### config.mk
export PLATFORM = sky130hd
export DESIGN_NAME = jtag_command_byte_engine
export DESIGN_NICKNAME = d
export VERILOG_FILES = /design/src/design/jcbe_pkg.sv /design/src/design/jtag_command_byte_engine.sv /design/src/design/jcbe_front.sv /design/src/design/jcbe_queue.sv /design/src/design/jcbe_back.sv
export SDC_FILE = /design/constraint.sdc
export NUM_CORES = 1
export LEC_CHECK = 0
export ABC_AREA = 1
export BUFFER_PORTS_ARGS = -buffer_cell sky130_fd_sc_hd__buf_2
export CAP_MARGIN = 20
export CORE_MARGIN = 1.5
export CORE_UTILIZATION = 59
export CTS_CLUSTER_DIAMETER = 40
export DETAILED_ROUTE_END_ITERATION = 6
export PLACE_DENSITY = 0.78
export REMOVE_ABC_BUFFERS = 1
export SYNTH_ARGS = -nofsm -noshare
export SYNTH_HDL_FRONTEND = slang
export SYNTH_SLANG_ARGS = --single-unit
### constraint.sdc
create_clock -name clock -period 3.17 [get_ports clock]
set_input_delay 0.634 -clock clock [delete_from_list [all_inputs] [get_ports clock]]
set_output_delay 0.634 -clock clock [all_outputs]
set_load 0.005 [all_outputs]
### src/design/jcbe_pkg.sv
// Shared types and constants for the JTAG command byte engine.
package jcbe_pkg;

   // Widths of the host byte, the shift count and the sequencer step.
   localparam int ByteW  = 8;
   localparam int CountW = 6;
   localparam int StepW  = 4;

   // Bit positions inside a command byte.
   localparam int CmdLoadBit = 7;
   localparam int CmdReadBit = 6;
   localparam int CmdTdiBit  = 4;
   localparam int CmdTmsBit  = 1;
   localparam int CmdTckBit  = 0;

   // Final phase of a shifted byte: eight bits, two TCK phases each.
   localparam logic [StepW-1:0] StepLast = 4'd15;

   // Tag that marks a bit-bang read byte.
   localparam logic [ByteW-1:0] BitbangReadTag = 8'h02;

   // Depth of the command queue between front and back.
   localparam int QDepth = 4;
   localparam int QPtrW  = $clog2(QDepth);
   localparam int QCntW  = $clog2(QDepth + 1);

   // Kind of work handed from the front to the back.
   typedef enum logic {
      CmdBitbang,
      CmdShift
   } cmd_kind_type;

   // One queued command.
   typedef struct packed {
      cmd_kind_type     kind;
      logic             tck;
      logic             tms;
      logic             tdi;
      logic             read_flag;
      logic [ByteW-1:0] host_byte;
      logic [ByteW-1:0] tdo_bits;
   } cmd_type;

   // Queue status seen by its neighbors.
   typedef struct packed {
      logic full;
      logic empty;
   } q_status_type;

endpackage

### src/design/jtag_command_byte_engine.sv
// Top level of the JTAG command byte engine: front end, command queue and back end.
//
// Host bytes enter on the req_ channel and pin updates leave on the rsp_ channel, each
// result giving the TCK, TMS and TDI levels after it plus an optional byte for the host.
// The front end takes one host byte per cycle while its four-entry command queue has
// room. A count-load command produces no result; a bit-bang command produces one
// result; a shifted data byte produces sixteen results, one per TCK phase. The back
// end emits at most one result per cycle, so bit-bang traffic sustains one byte per
// cycle while the pin side does not stall, and a shifted byte holds the back end until
// all sixteen of its results have been taken.
module jtag_command_byte_engine import jcbe_pkg::*; (
   input  logic             clock,
   input  logic             reset,
   input  logic             req_valid,
   output logic             req_stall,
   input  logic [ByteW-1:0] req_host_byte,
   input  logic [ByteW-1:0] req_tdo_bits,
   output logic             rsp_valid,
   input  logic             rsp_stall,
   output logic             rsp_tck,
   output logic             rsp_tms,
   output logic             rsp_tdi,
   output logic             rsp_read_valid,
   output logic [ByteW-1:0] rsp_read_byte,
   output logic             rsp_last
);

   logic         push, pop;
   cmd_type      push_cmd, head_cmd;
   q_status_type q_status;

   // Classifies host bytes and keeps the mode state.
   jcbe_front u_front (
      .clock         (clock),
      .reset         (reset),
      .req_valid     (req_valid),
      .req_stall     (req_stall),
      .req_host_byte (req_host_byte),
      .req_tdo_bits  (req_tdo_bits),
      .q_status      (q_status),
      .push          (push),
      .push_cmd      (push_cmd)
   );

   // Decouples the two sides.
   jcbe_queue u_queue (
      .clock    (clock),
      .reset    (reset),
      .push     (push),
      .push_cmd (push_cmd),
      .pop      (pop),
      .head_cmd (head_cmd),
      .q_status (q_status)
   );

   // Sequences pin phases and delivers results.
   jcbe_back u_back (
      .clock          (clock),
      .reset          (reset),
      .head_cmd       (head_cmd),
      .q_status       (q_status),
      .pop            (pop),
      .rsp_valid      (rsp_valid),
      .rsp_stall      (rsp_stall),
      .rsp_tck        (rsp_tck),
      .rsp_tms        (rsp_tms),
      .rsp_tdi        (rsp_tdi),
      .rsp_read_valid (rsp_read_valid),
      .rsp_read_byte  (rsp_read_byte),
      .rsp_last       (rsp_last)
   );

endmodule

### src/design/jcbe_front.sv
// Front end: accepts host bytes, tracks the mode and queues commands for the back end.
module jcbe_front import jcbe_pkg::*; (
   input  logic             clock,
   input  logic             reset,
   input  logic             req_valid,
   output logic             req_stall,
   input  logic [ByteW-1:0] req_host_byte,
   input  logic [ByteW-1:0] req_tdo_bits,
   input  q_status_type     q_status,
   output logic             push,
   output cmd_type          push_cmd
);

   logic [CountW-1:0] shift_count_ff, shift_count_in;
   logic              read_flag_ff, read_flag_in;
   logic              tms_ff, tms_in;
   logic              accept;
   logic              shift_mode;

   // An item is taken whenever the queue has room.
   assign req_stall  = q_status.full;
   assign accept     = req_valid && !q_status.full;
   assign shift_mode = (shift_count_ff != '0);

   // Classify the item and build the command for the back end.
   always_comb begin
      shift_count_in     = shift_count_ff;
      read_flag_in       = read_flag_ff;
      tms_in             = tms_ff;
      push               = 1'b0;
      push_cmd.kind      = CmdBitbang;
      push_cmd.tck       = req_host_byte[CmdTckBit];
      push_cmd.tms       = req_host_byte[CmdTmsBit];
      push_cmd.tdi       = req_host_byte[CmdTdiBit];
      push_cmd.read_flag = req_host_byte[CmdReadBit];
      push_cmd.host_byte = req_host_byte;
      push_cmd.tdo_bits  = req_tdo_bits;
      if (shift_mode) begin
         // Data byte: shift it out with the current TMS and read flag.
         push_cmd.kind      = CmdShift;
         push_cmd.tms       = tms_ff;
         push_cmd.read_flag = read_flag_ff;
         if (accept) begin
            push           = 1'b1;
            shift_count_in = shift_count_ff - 1'b1;
         end
      end else if (accept) begin
         read_flag_in = req_host_byte[CmdReadBit];
         if (req_host_byte[CmdLoadBit]) begin
            // Count load produces no result.
            shift_count_in = req_host_byte[CountW-1:0];
         end else begin
            push   = 1'b1;
            tms_in = req_host_byte[CmdTmsBit];
         end
      end
   end

   // Mode state.
   always_ff @(posedge clock) begin
      if (reset) begin
         shift_count_ff <= '0;
         read_flag_ff   <= 1'b0;
         tms_ff         <= 1'b0;
      end else begin
         shift_count_ff <= shift_count_in;
         read_flag_ff   <= read_flag_in;
         tms_ff         <= tms_in;
      end
   end

endmodule

### src/design/jcbe_queue.sv
// Short command queue between the front end and the back end.
module jcbe_queue import jcbe_pkg::*; (
   input  logic         clock,
   input  logic         reset,
   input  logic         push,
   input  cmd_type      push_cmd,
   input  logic         pop,
   output cmd_type      head_cmd,
   output q_status_type q_status
);

   cmd_type          mem_ff [QDepth];
   logic [QPtrW-1:0] wr_ptr_ff, rd_ptr_ff;
   logic [QCntW-1:0] count_ff;

   assign q_status.full  = (count_ff == QCntW'(QDepth));
   assign q_status.empty = (count_ff == '0);
   assign head_cmd       = mem_ff[rd_ptr_ff];

   // Storage.
   always_ff @(posedge clock) begin
      if (push) begin
         mem_ff[wr_ptr_ff] <= push_cmd;
      end
   end

   // Pointers and fill count.
   always_ff @(posedge clock) begin
      if (reset) begin
         wr_ptr_ff <= '0;
         rd_ptr_ff <= '0;
         count_ff  <= '0;
      end else begin
         if (push) begin
            wr_ptr_ff <= wr_ptr_ff + 1'b1;
         end
         if (pop) begin
            rd_ptr_ff <= rd_ptr_ff + 1'b1;
         end
         if (push && !pop) begin
            count_ff <= count_ff + 1'b1;
         end else if (pop && !push) begin
            count_ff <= count_ff - 1'b1;
         end
      end
   end

   // The fill count never passes the depth.
   a_count_bound: assert property (@(posedge clock) disable iff (reset)
      count_ff <= QCntW'(QDepth))
      else $error("command queue overfilled");

   // The front end never pushes into a full queue.
   a_no_overflow: assert property (@(posedge clock) disable iff (reset)
      push |-> !q_status.full)
      else $error("push into full command queue");

   // The back end never pops an empty queue.
   a_no_underflow: assert property (@(posedge clock) disable iff (reset)
      pop |-> !q_status.empty)
      else $error("pop from empty command queue");

endmodule

### src/design/jcbe_back.sv
// Back end: steps through queued commands and drives the registered result channel.
module jcbe_back import jcbe_pkg::*; (
   input  logic             clock,
   input  logic             reset,
   input  cmd_type          head_cmd,
   input  q_status_type     q_status,
   output logic             pop,
   output logic             rsp_valid,
   input  logic             rsp_stall,
   output logic             rsp_tck,
   output logic             rsp_tms,
   output logic             rsp_tdi,
   output logic             rsp_read_valid,
   output logic [ByteW-1:0] rsp_read_byte,
   output logic             rsp_last
);

   logic [StepW-1:0] step_ff;
   logic             rsp_valid_ff;
   logic             tck_ff, tms_ff, tdi_ff, read_valid_ff, last_ff;
   logic [ByteW-1:0] read_byte_ff;
   logic             out_free, fire, is_shift, final_step;
   logic             tck_in, tms_in, tdi_in, read_valid_in, last_in;
   logic [ByteW-1:0] read_byte_in;

   // A new result loads when the output register is empty or being taken.
   assign out_free   = !rsp_valid_ff || !rsp_stall;
   assign fire       = out_free && !q_status.empty;
   assign is_shift   = (head_cmd.kind == CmdShift);
   assign final_step = !is_shift || (step_ff == StepLast);
   assign pop        = fire && final_step;

   // Result for the current step of the head command.
   always_comb begin
      if (is_shift) begin
         // Even steps raise TCK, odd steps lower it; TDI goes LSB first.
         tck_in        = !step_ff[0];
         tms_in        = head_cmd.tms;
         tdi_in        = head_cmd.host_byte[step_ff[StepW-1:1]];
         last_in       = (step_ff == StepLast);
         read_valid_in = last_in && head_cmd.read_flag;
         read_byte_in  = read_valid_in ? head_cmd.tdo_bits : '0;
      end else begin
         tck_in        = head_cmd.tck;
         tms_in        = head_cmd.tms;
         tdi_in        = head_cmd.tdi;
         last_in       = 1'b1;
         read_valid_in = head_cmd.read_flag;
         read_byte_in  = head_cmd.read_flag
                       ? (BitbangReadTag | {{(ByteW-1){1'b0}}, head_cmd.tdo_bits[0]})
                       : '0;
      end
   end

   // Step counter and output valid.
   always_ff @(posedge clock) begin
      if (reset) begin
         step_ff      <= '0;
         rsp_valid_ff <= 1'b0;
      end else begin
         if (fire) begin
            step_ff      <= final_step ? '0 : step_ff + 1'b1;
            rsp_valid_ff <= 1'b1;
         end else if (out_free) begin
            rsp_valid_ff <= 1'b0;
         end
      end
   end

   // Output payload.
   always_ff @(posedge clock) begin
      if (fire) begin
         tck_ff        <= tck_in;
         tms_ff        <= tms_in;
         tdi_ff        <= tdi_in;
         read_valid_ff <= read_valid_in;
         read_byte_ff  <= read_byte_in;
         last_ff       <= last_in;
      end
   end

   assign rsp_valid      = rsp_valid_ff;
   assign rsp_tck        = tck_ff;
   assign rsp_tms        = tms_ff;
   assign rsp_tdi        = tdi_ff;
   assign rsp_read_valid = read_valid_ff;
   assign rsp_read_byte  = read_byte_ff;
   assign rsp_last       = last_ff;

   // A byte in progress always has its shift command at the queue head.
   a_step_has_shift: assert property (@(posedge clock) disable iff (reset)
      (step_ff != '0) |-> (!q_status.empty && head_cmd.kind == CmdShift))
      else $error("shift sequence lost its command");

   // A read byte only travels on the final result of an item.
   a_read_on_last: assert property (@(posedge clock) disable iff (reset)
      (rsp_valid_ff && read_valid_ff) |-> last_ff)
      else $error("read byte on a non-final result");

endmodule

* Word level (Yosys, flattened, before mapping)
Memories as Yosys holds them, arrays and structs flattened. A register that Yosys moved wholly into a read port is not among the register bits. Cells that the tools add are included.
Operators by class: magnitude comparators 1, add/subtract/negate cells 6, equality and inequality tests 2, div/mod/pow operators 0, multiply operators 0, shift-type cells 0, reduce and logical (&&, ||, !) cells 24, bitwise operators 2, multiplexer cells 28
Operators with widths (number):
- two-way mux 6 bit | 4
- two-way mux 8 bit | 2
- two-way mux 1 bit | 15
- logical NOT 1 bit | 8
- logical AND 1 bit | 6
- two-way mux 2 bit | 3
- two-way mux 3 bit | 2
- nonzero test 2 bit | 3
- nonzero test 6 bit | 1
- subtractor 6 x 1 -> 6 bit (second input constant) | 1
- adder 2 x 1 -> 2 bit (second input constant) | 2
- adder 4 x 1 -> 4 bit (second input constant) | 1
- equality test 4 bit (second input constant) | 1
- < comparator 3 x 4 -> 1 bit (second input constant) | 1
- two-way mux 4 bit | 1
- AND reduction 2 bit | 2
- adder 3 x 1 -> 3 bit (second input constant) | 1
- binary-select mux 1 bit (select 3 bit) | 1
- equality test 3 bit (second input constant) | 1
- logical NOT 3 bit | 1
- AND reduction 3 bit | 1
- subtractor 3 x 1 -> 3 bit (second input constant) | 1
- logical OR 1 bit | 2
- NOT 1 bit | 2
Storage, ports and cells: memories kept 1, input port bits 20, output and inout port bits 15, bits in read-only memories 0, memory bits (writable) 84, flip-flop bits (word level) 33, bits in latches 0, logic and storage cells 78
Memory list:
- u_queue.mem_ff | depth 4, bits a word 21, rd ports 1, clocked after memory_dff 1, write ports 1, line jcbe_queue.sv:12 | cmd_type mem_ff [QDepth];

* Depth between registers and ports, before layout
Gate-level depths: netlist (run 1).
depth after elaboration 9, gate-level depth with buffers 15, depth with buffers taken out 14

* Cells and area by module
A second synthesis (run 1) with hierarchy kept.
Second synthesis, totals: cells, all modules 461, area total of the unflattened synthesis 5188.7 µm²
Modules (own cells, without submodules):
- jcbe_queue | instances 1, area an instance 3613.5 µm², cells an instance 262
- jcbe_back | instances 1, area an instance 833.3 µm², cells an instance 95
- jcbe_front | instances 1, area an instance 742.0 µm², cells an instance 104

* Worst setup path before layout (run 1)
No wires, ideal clock.
kind in2reg, from input rsp_stall, to register u_queue.count_ff[2], setup slack 900 ps, stages on the path 11, arrival time 2148 ps, library setup time 122 ps, path through nand2_1 > o21ai_1 > inv_2 > nand2_4 > ha_1 > inv_1 > fa_1 > a21oi_1 > o21ai_0 > o21ai_0 > a21oi_1
Between the ends: cells in the longest elaborated chain, start to end 7
Ends and longest elaborated chain:
- from (decl) | line jtag_command_byte_engine.sv:19 | input logic rsp_stall,
- logical NOT 1 bit (*) | line jcbe_back.sv:27 | assign out_free = !rsp_valid_ff || !rsp_stall;
- logical OR 1 bit (*) | line jcbe_back.sv:27
- logical AND 1 bit (*) | line jcbe_back.sv:28 | assign fire = out_free && !q_status.empty;
- net u_back.fire | line jcbe_back.sv:22 | logic out_free, fire, is_shift, final_step;
- logical AND 1 bit (*) | line jcbe_back.sv:31 | assign pop = fire && final_step;
- logical NOT 1 bit | line jcbe_queue.sv:40 | if (push && !pop) begin
- logical AND 1 bit | line jcbe_queue.sv:40
- two-way mux 3 bit or nonzero test 2 bit (tied branches)
- to (signal assigned) | line jcbe_queue.sv:41 | count_ff <= count_ff + 1'b1;
- to (signal assigned) | line jcbe_queue.sv:43 | count_ff <= count_ff - 1'b1;
- to (decl) | line jcbe_queue.sv:14 | logic [QCntW-1:0] count_ff;
The timed path passes the listed nets; every way through them passes the cells marked *. A chain may end at the register's enable or synchronous reset.

* Worst setup path after layout (run 1)
from register u_queue.count_ff[0], to register u_queue.count_ff[2]
RTL lines:
- logical NOT 3 bit (*) | line jcbe_queue.sv:17 | assign q_status.empty = (count_ff == '0);
- logical NOT 1 bit (*) | line jcbe_back.sv:28
- logical AND 1 bit (*) | line jcbe_back.sv:28
- net u_back.fire | line jcbe_back.sv:22
- logical AND 1 bit (*) | line jcbe_back.sv:31
- logical NOT 1 bit | line jcbe_queue.sv:40
- logical AND 1 bit | line jcbe_queue.sv:40
- two-way mux 3 bit or nonzero test 2 bit (tied branches)
The timed path passes the listed nets; every way through them passes the cells marked *. The select of a mux whose other input is x is not followed.

==> key figures, run 1 <==
GRT
  – GR Util All Layers: 23.0%
  – Aggregate global routing overflow: 0
  – Vias in the first global route: 2971
  – Met2 usage: 39.5%
  – Fraction of met1 tracks used by global routing: 27.7%
  – Wire length of the first global-routing pass: 14400 um
  – Number of antenna violations at the first check in global routing: 0
  – Global Route met3 Usage: 5.22%
  – Pin count of the biggest net entering global routing: 37
  – Top Usage Layer GRT: met2

Min path
  – Launch point of the worst hold path: req_tdo_bits[6]
  – Worst Hold Path EP: u_queue.mem_ff[0][6]$_DFFE_PP_
  – Worst Hold Depth: 1
  – Hold/Removal Path Class: input port to flop

Cells and area
  – Number of nets in the final layout: 499
  – Synthesis-to-layout area growth: 9.83%
  – Diodes inserted: 0
  – Non-filler instance count after layout: 578
  – Fraction of layout instances using a drive strength above 1: 16.4%
  – Final core utilization: 66.5%
  – Finished layout cell area: 5110 um2
  – Number of fillers in the final layout: 583

Route
  – Routed via count: 3139
  – Antenna violation net count after detailed routing: 0
  – Aggregate routed wire length: 8960 um
  – Routed WL per cell: 15.5 um
  – DRC violation count after routing: 0
  – Average via count per standard cell: 5.43
  – Number of DRC violations after detailed-routing iteration 0: 226
  – Number of detailed-routing iterations run before antenna repair: 5

Floorplanning
  – Die footprint: 8440 um2
  – Vertical die dimension: 91.8 um
  – Number of primary I/O pins: 35
  – Die W: 91.8 um
  – Starting Density: 60.6%
  – Standard cell core area: 7690 um2
  – Site row count: 32

Synth
  – Register area share after synthesis: 66.8%
  – Cell count after synthesis: 431
  – Number of enable-type register cells in the synthesized netlist: 89
  – Register bit count reported by yosys: 111
  – Yosys warning count: 0
  – Yosys top cell area share: 57.4%
  – Synth Flop Type: sky130_fd_sc_hd__edfxtp_1
  – Most frequent cell after synthesis: sky130_fd_sc_hd__nand2_1
  – Top area cells in the synthesized netlist: sky130_fd_sc_hd__edfxtp_1, sky130_fd_sc_hd__dfxtp_1, sky130_fd_sc_hd__nand2_1
  – Cell Area, Synth: 4660 um2
  – Distinct cell type count after synthesis: 30
  – Post-synthesis area per instance: 10.8 um2
  – Post-synth top cells: sky130_fd_sc_hd__nand2_1, sky130_fd_sc_hd__edfxtp_1, sky130_fd_sc_hd__nor2_1
  – Cell type contributing the most total cell area after synthesis: sky130_fd_sc_hd__edfxtp_1
  – Fraction of registers with async set/reset: 0%

CTS
  – Clk Tree Root Cell: sky130_fd_sc_hd__clkbuf_8
  – Gates resized, CTS repair: 0
  – Clock transition at the registers of the reported paths: 110 ps
  – CTS buffer count: 9
  – CTS tree: yes
  – Post-CTS setup-driven buffer insertion count: 0
  – Skew-Pair Late Insertion Delay: 380 ps
  – Maximum buffer depth of the clock tree: 2
  – CTS sink cnt: 111
  – Hold_buf cts: 0
  – Clock H-tree levels: 3

Critical path
  – R2R Setup Slk: 650 ps
  – Required time at the worst-slack endpoint: 3440 ps
  – WP data arrival: 2790 ps
  – Worst setup path class: flop to flop
  – Crit Reg-Reg Startpoint: u_queue.count_ff[0]$_SDFFE_PP0P_
  – FF-to-FF path depth: 12
  – Maximum fanout along the worst path: 18
  – Type of destination of the critical path: flop
  – Capture point of the worst reg-to-reg path: u_queue.count_ff[2]$_SDFFE_PP0P_
  – CP Launch Type: flop

STA
  – Minimum hold slack: 460 ps
  – Endpoints failing hold: 0
  – Max Clock Skew: 14.9 ps
  – Setup repair after global routing missed its margin: no
  – Relative slew slack: 71.8%
  – Setup ws final: 647 ps
  – Pin slew with the least headroom to its limit: 420 ps
  – Max frequency: 396 MHz
  – Final worst-path cycle share: 79.6%
  – Shortest period the worst path allows: 2520 ps
  – Setup total negative slack: 0 ps
  – Pins Over Slew Limit: 0
  – Final setup violation count: 0

Job
  – Number of max-capacitance violations reported: 0

Power
  – Maximum vdd drop: 484 uV
  – Power density over the cells: 894 nW/um2
  – Post-layout total power: 4.57 mW
  – Leakage power of the design: 2.02 nW

Placed design
  – Placed Cells incl. Taps: 562
  – Final HPWL from detailed placement: 5740 um
  – Number of buffers inserted by port buffering: 34
  – Placed cell areas: 4910 um2
  – Pre-CTS setup slack: 474 ps
  – Gp weighted congestion: 0.744

Run status
  – Outcome: finished clean
==> per-layer routing <==
| metal | share of wire, % | up-vias |
|---|---|---|
| li1 | - | 1531 |
| met1 | 43 | 1489 |
| met2 | 50 | 100 |
| met3 | 5.2 | 19 |
| met4 | 2.1 | 0 |
| met5 | 0 | - |
==> state kept, by name (all words and copies together), names as in the netlist, 2 cells and up, named ones only <==
name	count
u_queue.wr_ptr_ff	2
u_queue.mem_ff	76
u_queue.count_ff	3
u_back.rsp_read_byte	8
u_queue.rd_ptr_ff	2
u_front.shift_count_ff	6
u_back.step_ff	4
==> cells by family (layout without fill, tap and decap cells) <==
kind of cell | Yosys count | in the layout | synth area share (%)
fa+ha+maj | 8 | 8 | 2.31
simple gates | 200 | 200 | 18.1
compound gates | 59 | 59 | 6.90
buf+inv | 49 | 94 | 5.08
xor+xnor | 4 | 4 | 0.752
flops | 111 | 111 | 66.8
==> power breakdown <==
part | internal, mW | total (mW) | switching (mW)
combinational | 0.510 | 1.59 | 1.08
clock | 0.310 | 0.820 | 0.510
sequential | 2.01 | 2.16 | 0.147
total | 2.83 | 4.57 | 1.74
==> cell usage in the layout, fill, tap and decap left out <==
cell and instances:
sky130_fd_sc_hd__clkbuf_8 9, sky130_fd_sc_hd__nor3_1 1, sky130_fd_sc_hd__edfxtp_1 89, sky130_fd_sc_hd__nor2_1 61
sky130_fd_sc_hd__o22ai_1 2, sky130_fd_sc_hd__clkinv_4 2, sky130_fd_sc_hd__buf_4 8, sky130_fd_sc_hd__o21ai_4 1
sky130_fd_sc_hd__o21ai_1 3, sky130_fd_sc_hd__nor2_4 1, sky130_fd_sc_hd__nand2_2 5, sky130_fd_sc_hd__clkinv_8 2
sky130_fd_sc_hd__o21ai_2 1, sky130_fd_sc_hd__nand4_1 1, sky130_fd_sc_hd__buf_2 34, sky130_fd_sc_hd__nand3_1 34
sky130_fd_sc_hd__fa_1 1, sky130_fd_sc_hd__nand2_4 2, sky130_fd_sc_hd__o211a_1 1, sky130_fd_sc_hd__nand3_2 1
sky130_fd_sc_hd__inv_1 29, sky130_fd_sc_hd__a21oi_2 1, sky130_fd_sc_hd__inv_6 1, sky130_fd_sc_hd__a21oi_1 20
sky130_fd_sc_hd__inv_8 1, sky130_fd_sc_hd__dfxtp_1 22, sky130_fd_sc_hd__ha_1 7, sky130_fd_sc_hd__clkinvlp_4 1
sky130_fd_sc_hd__inv_2 7, sky130_fd_sc_hd__nand2_1 93, sky130_fd_sc_hd__and2_4 1, sky130_fd_sc_hd__o21ai_0 30
sky130_fd_sc_hd__xor2_1 4
==> worst max-delay path by stage <==
stage	depth (start not counted)	slack, ps	end	startpoint
global placement	12	590	u_queue.count_ff[2]$_SDFFE_PP0P_	rsp_stall
CTS	12	650	u_queue.count_ff[2]$_SDFFE_PP0P_	u_queue.count_ff[1]$_SDFFE_PP0P_
finish	12	650	u_queue.count_ff[2]$_SDFFE_PP0P_	u_queue.count_ff[0]$_SDFFE_PP0P_
detailed placement	12	470	u_queue.count_ff[2]$_SDFFE_PP0P_	rsp_stall
floorplan	11	430	u_queue.count_ff[1]$_SDFFE_PP0P_	flop
global route	12	380	u_queue.count_ff[2]$_SDFFE_PP0P_	u_queue.count_ff[1]$_SDFFE_PP0P_
==> cell type report <==
type | count | area, um2 | share of cell area (%)
Multi-Input combinational cell | 271 | 1310 | 25.6
Clock buffer | 9 | 124 | 2.42
Tap cell | 102 | 128 | 2.50
Clock inverter | 7 | 77.6 | 1.52
Timing Repair Buffer | 42 | 230 | 4.50
Sequential cell | 111 | 3110 | 60.9
Inverter | 36 | 135 | 2.64
==> critical path, cell delays in order, from the launching register on <==
cell                      delay (ps)
sky130_fd_sc_hd__dfxtp_1         360
sky130_fd_sc_hd__inv_1            80
sky130_fd_sc_hd__nand2_2          70
sky130_fd_sc_hd__o21ai_1         360
sky130_fd_sc_hd__inv_2           290
sky130_fd_sc_hd__nand2_4         180
sky130_fd_sc_hd__ha_1            160
sky130_fd_sc_hd__inv_1            70
sky130_fd_sc_hd__fa_1            380
sky130_fd_sc_hd__a21oi_1         140
sky130_fd_sc_hd__o21ai_0         120
sky130_fd_sc_hd__o21ai_0         160
sky130_fd_sc_hd__a21oi_1          60
Note: power is estimated with default switching activity, not from simulation.
==> run 2: changes to the inputs <==
--- a/config.mk
+++ b/config.mk
@@ -9,10 +9,10 @@
 export BUFFER_PORTS_ARGS = -buffer_cell sky130_fd_sc_hd__buf_2
 export CAP_MARGIN = 20
 export CORE_MARGIN = 1.5
-export CORE_UTILIZATION = 59
+export CORE_UTILIZATION = 54
 export CTS_CLUSTER_DIAMETER = 40
 export DETAILED_ROUTE_END_ITERATION = 6
-export PLACE_DENSITY = 0.78
+export PLACE_DENSITY = 0.76
 export REMOVE_ABC_BUFFERS = 1
 export SYNTH_ARGS = -nofsm -noshare
 export SYNTH_HDL_FRONTEND = slang
==> constraint.sdc (replaced) <==
create_clock -name clock -period 2.07 [get_ports clock]
set_input_delay 0.414 -clock clock [delete_from_list [all_inputs] [get_ports clock]]
set_output_delay 0.414 -clock clock [all_outputs]
set_load 0.005 [all_outputs]
==> run 2 against run 1 <==
Net effect: power grew 68%; die area up 8.9%; register-to-register slack got worse by 600 ps; worst hold slack worse by 220 ps; critical endpoint is now u_queue.count_ff[1]$_SDFFE_PP0P_; largest cell class unchanged.
==> key figures, run 2 (synthesized netlist as in run 1, its figures left out) <==
Cells and area
  – Synthesis-to-layout area growth: 15.5% (was 9.83%)
  – Top library cells by usage in the layout, fill and taps aside: sky130_fd_sc_hd__nand2_1, sky130_fd_sc_hd__edfxtp_1, sky130_fd_sc_hd__nor2_1 (unchanged)
  – Number of nets in the final layout: 516 (was 499)
  – Number of fillers in the final layout: 632 (was 583)
  – Number of flip-flops in the largest register: 76 (unchanged)
  – Register with the highest flop count: u_queue.mem_ff (unchanged)
  – Reg area: 3120 um2 (was 3110 um2)
  – Most common cell after layout, fill and taps aside: sky130_fd_sc_hd__nand2_1 (unchanged)
  – Diodes inserted: 0 (unchanged)
  – Multi-input logic area: 1340 um2 (was 1310 um2)
  – Non-filler instance count after layout: 598 (was 578)
  – Fraction of layout instances using a drive strength above 1: 21.3% (was 16.4%)

STA
  – Max Clock Skew: 10.2 ps (was 14.9 ps)
  – Max frequency: 495 MHz (was 396 MHz)
  – Endpoints failing hold: 0 (unchanged)
  – Shortest period the worst path allows: 2020 ps (was 2520 ps)
  – Relative slew slack: 75.5% (was 71.8%)
  – Setup repair after global routing missed its margin: yes (was no)
  – Pins Over Slew Limit: 0 (unchanged)
  – Final setup violation count: 0 (unchanged)
  – Final worst-path cycle share: 97.6% (was 79.6%)
  – Pin slew with the least headroom to its limit: 368 ps (was 420 ps)

Placed design
  – Number of buffers inserted by port buffering: 34 (unchanged)
  – Final HPWL from detailed placement: 5930 um (was 5740 um)
  – Placed Cells incl. Taps: 579 (was 562)
  – Gp weighted congestion: 0.767 (was 0.744)

Route
  – Routed WL per cell: 15.9 um (was 15.5 um)
  – Number of DRC violations after detailed-routing iteration 0: 214 (was 226)
  – Antenna violation net count after detailed routing: 0 (unchanged)
  – Aggregate routed wire length: 9540 um (was 8960 um)
  – Routed via count: 3227 (was 3139)
  – DRC violation count after routing: 0 (unchanged)
  – Average via count per standard cell: 5.40 (was 5.43)
  – Number of detailed-routing iterations run before antenna repair: 4 (was 5)

Critical path
  – Master of the slowest instance on the critical path: sky130_fd_sc_hd__fa_2 (was sky130_fd_sc_hd__fa_1)
  – Type of destination of the critical path: flop (unchanged)
  – WP data arrival: 2290 ps (was 2790 ps)
  – Number of cells on the critical path: 12 (unchanged)
  – Maximum fanout along the worst path: 3 (was 18)
  – Ordered list of cells on the worst path: inv_2 -> ha_4 -> nand2_4 -> nor2_4 -> nand3_2 -> o21ai_4 -> inv_2 -> ha_4 -> inv_4 -> fa_2 -> o21ai_1 -> a21oi_1 (was inv_1 -> nand2_2 -> o21ai_1 -> inv_2 -> nand2_4 -> ha_1 -> inv_1 -> fa_1 -> a21oi_1 -> o21ai_0 -> o21ai_0 -> a21oi_1)
  – FF-to-FF path depth: 12 (unchanged)
  – Worst setup path class: flop to flop (unchanged)
  – Maximum single-stage delay on the critical path: 410 ps (was 380 ps)
  – Buffering stage count on the worst path with inverters included: 3 (unchanged)
  – R2R Setup Slk: 50 ps (was 650 ps)
  – Required time at the worst-slack endpoint: 2340 ps (was 3440 ps)
  – Largest delay contributor family on the critical path: adder cells (was compound AO/OA/AOI/OAI gates)
  – CP Launch Type: flop (unchanged)

GRT
  – Aggregate global routing overflow: 0 (unchanged)
  – Vias in the first global route: 3131 (was 2971)
  – GR Util All Layers: 22.2% (was 23.0%)
  – Number of antenna violations at the first check in global routing: 0 (unchanged)
  – Pin count of the biggest net entering global routing: 37 (unchanged)
  – Wire length of the first global-routing pass: 14900 um (was 14400 um)

CTS
  – CTS buffer count: 9 (unchanged)
  – CTS sink cnt: 111 (unchanged)
  – Skew-Pair Late Insertion Delay: 370 ps (was 380 ps)
  – Hold_buf cts: 0 (unchanged)
  – Clk Tree Root Cell: sky130_fd_sc_hd__clkbuf_8 (unchanged)
  – Clock H-tree levels: 3 (unchanged)
  – Clock transition at the registers of the reported paths: 100 ps (was 110 ps)
  – CTS tree: yes (unchanged)
  – Maximum buffer depth of the clock tree: 2 (unchanged)

Floorplanning
  – Starting Density: 56.1% (was 60.6%)
  – Die footprint: 9190 um2 (was 8440 um2)
  – Site row count: 33 (was 32)
  – Vertical die dimension: 95.9 um (was 91.8 um)
  – Number of primary I/O pins: 35 (unchanged)
  – Standard cell core area: 8300 um2 (was 7690 um2)
  – Die W: 95.9 um (was 91.8 um)

Min path
  – Hold/Removal Path Class: input port to flop (unchanged)
  – Worst Hold Depth: 1 (unchanged)

Power
  – Post-layout total power: 7.67 mW (was 4.57 mW)
  – Leakage power of the design: 2.14 nW (was 2.02 nW)
  – Maximum vdd drop: 882 uV (was 484 uV)
  – Power density over the cells: 1430 nW/um2 (was 894 nW/um2)

Run status
  – Outcome: finished clean (unchanged)

Job
  – Number of max-capacitance violations reported: 0 (unchanged)
## run 2: area by class of cell
| class | count | area share, % |
|---|---|---|
| inverters | 36 | 2.61 |
| clock inverters | 7 | 2.19 |
| multi-input cells | 271 | 24.9 |
| repair buffers | 59 | 7.58 |
| flip-flops and latches | 111 | 58.0 |
| well taps | 105 | 2.44 |
| clock buffers | 9 | 2.30 |
## run 2: power by group
group          total, mW  internal [mW]  leakage, nW  switching [mW]
clock network       1.53          0.808        0.124           0.724
logic               2.86           1.06         1.01            1.81
registers           3.28           3.08         1.01           0.195
total               7.67           4.95         2.14            2.73
## run 2: metal layers
metal / part of all wire [%] / vias to the layer above / wire [um] / track usage (%)
met2: 50 / 121 / 4750 / 38.5
li1: - / 1567 / - / -
met4: 1.5 / 0 / 142 / 7.84
met1: 41 / 1523 / 3910 / 26.9
met5: 0 / - / 0 / 0
met3: 7.8 / 16 / 741 / 5.45
## run 2: metrics by stage
step	util (%)	area, um2	worst slack [ps]	setup TNS, ps	hold slack [ps]
2_1_floorplan	-	4560	-669	-13700	439
3_3_place_gp	61.1	5070	14.4	0	458
3_5_place_dp	61.1	5070	-47.9	-47.9	475
4_1_cts	64.1	5320	1.10	0	232
5_1_grt	64.8	5380	-34.5	-34.5	224
6_report	64.8	5380	49.4	0	244
## run 2: worst paths after layout
path	to	start
max reg2reg	u_queue.count_ff[1]$_SDFFE_PP0P_	u_front.shift_count_ff[1]$_SDFFE_PP0P_
min reg2reg	u_front.shift_count_ff[1]$_SDFFE_PP0P_	u_front.shift_count_ff[1]$_SDFFE_PP0P_
min	u_queue.mem_ff[2][2]$_DFFE_PP_	req_tdo_bits[2]
max	u_queue.count_ff[1]$_SDFFE_PP0P_	u_front.shift_count_ff[1]$_SDFFE_PP0P_
## run 2: timing repair
action,CTS,global route
pin swaps,0,7
resized for setup,4,14
setup buffers,0,3
setup endpoints to repair,2,2
## run 2: worst reg2reg max path, cell delays in order (launching register included)
cell	delay (ps)
sky130_fd_sc_hd__dfxtp_2	340
sky130_fd_sc_hd__inv_2	80
sky130_fd_sc_hd__ha_4	150
sky130_fd_sc_hd__nand2_4	50
sky130_fd_sc_hd__nor2_4	120
sky130_fd_sc_hd__nand3_2	100
sky130_fd_sc_hd__o21ai_4	170
sky130_fd_sc_hd__inv_2	70
sky130_fd_sc_hd__ha_4	160
sky130_fd_sc_hd__inv_4	60
sky130_fd_sc_hd__fa_2	410
sky130_fd_sc_hd__o21ai_1	150
sky130_fd_sc_hd__a21oi_1	70
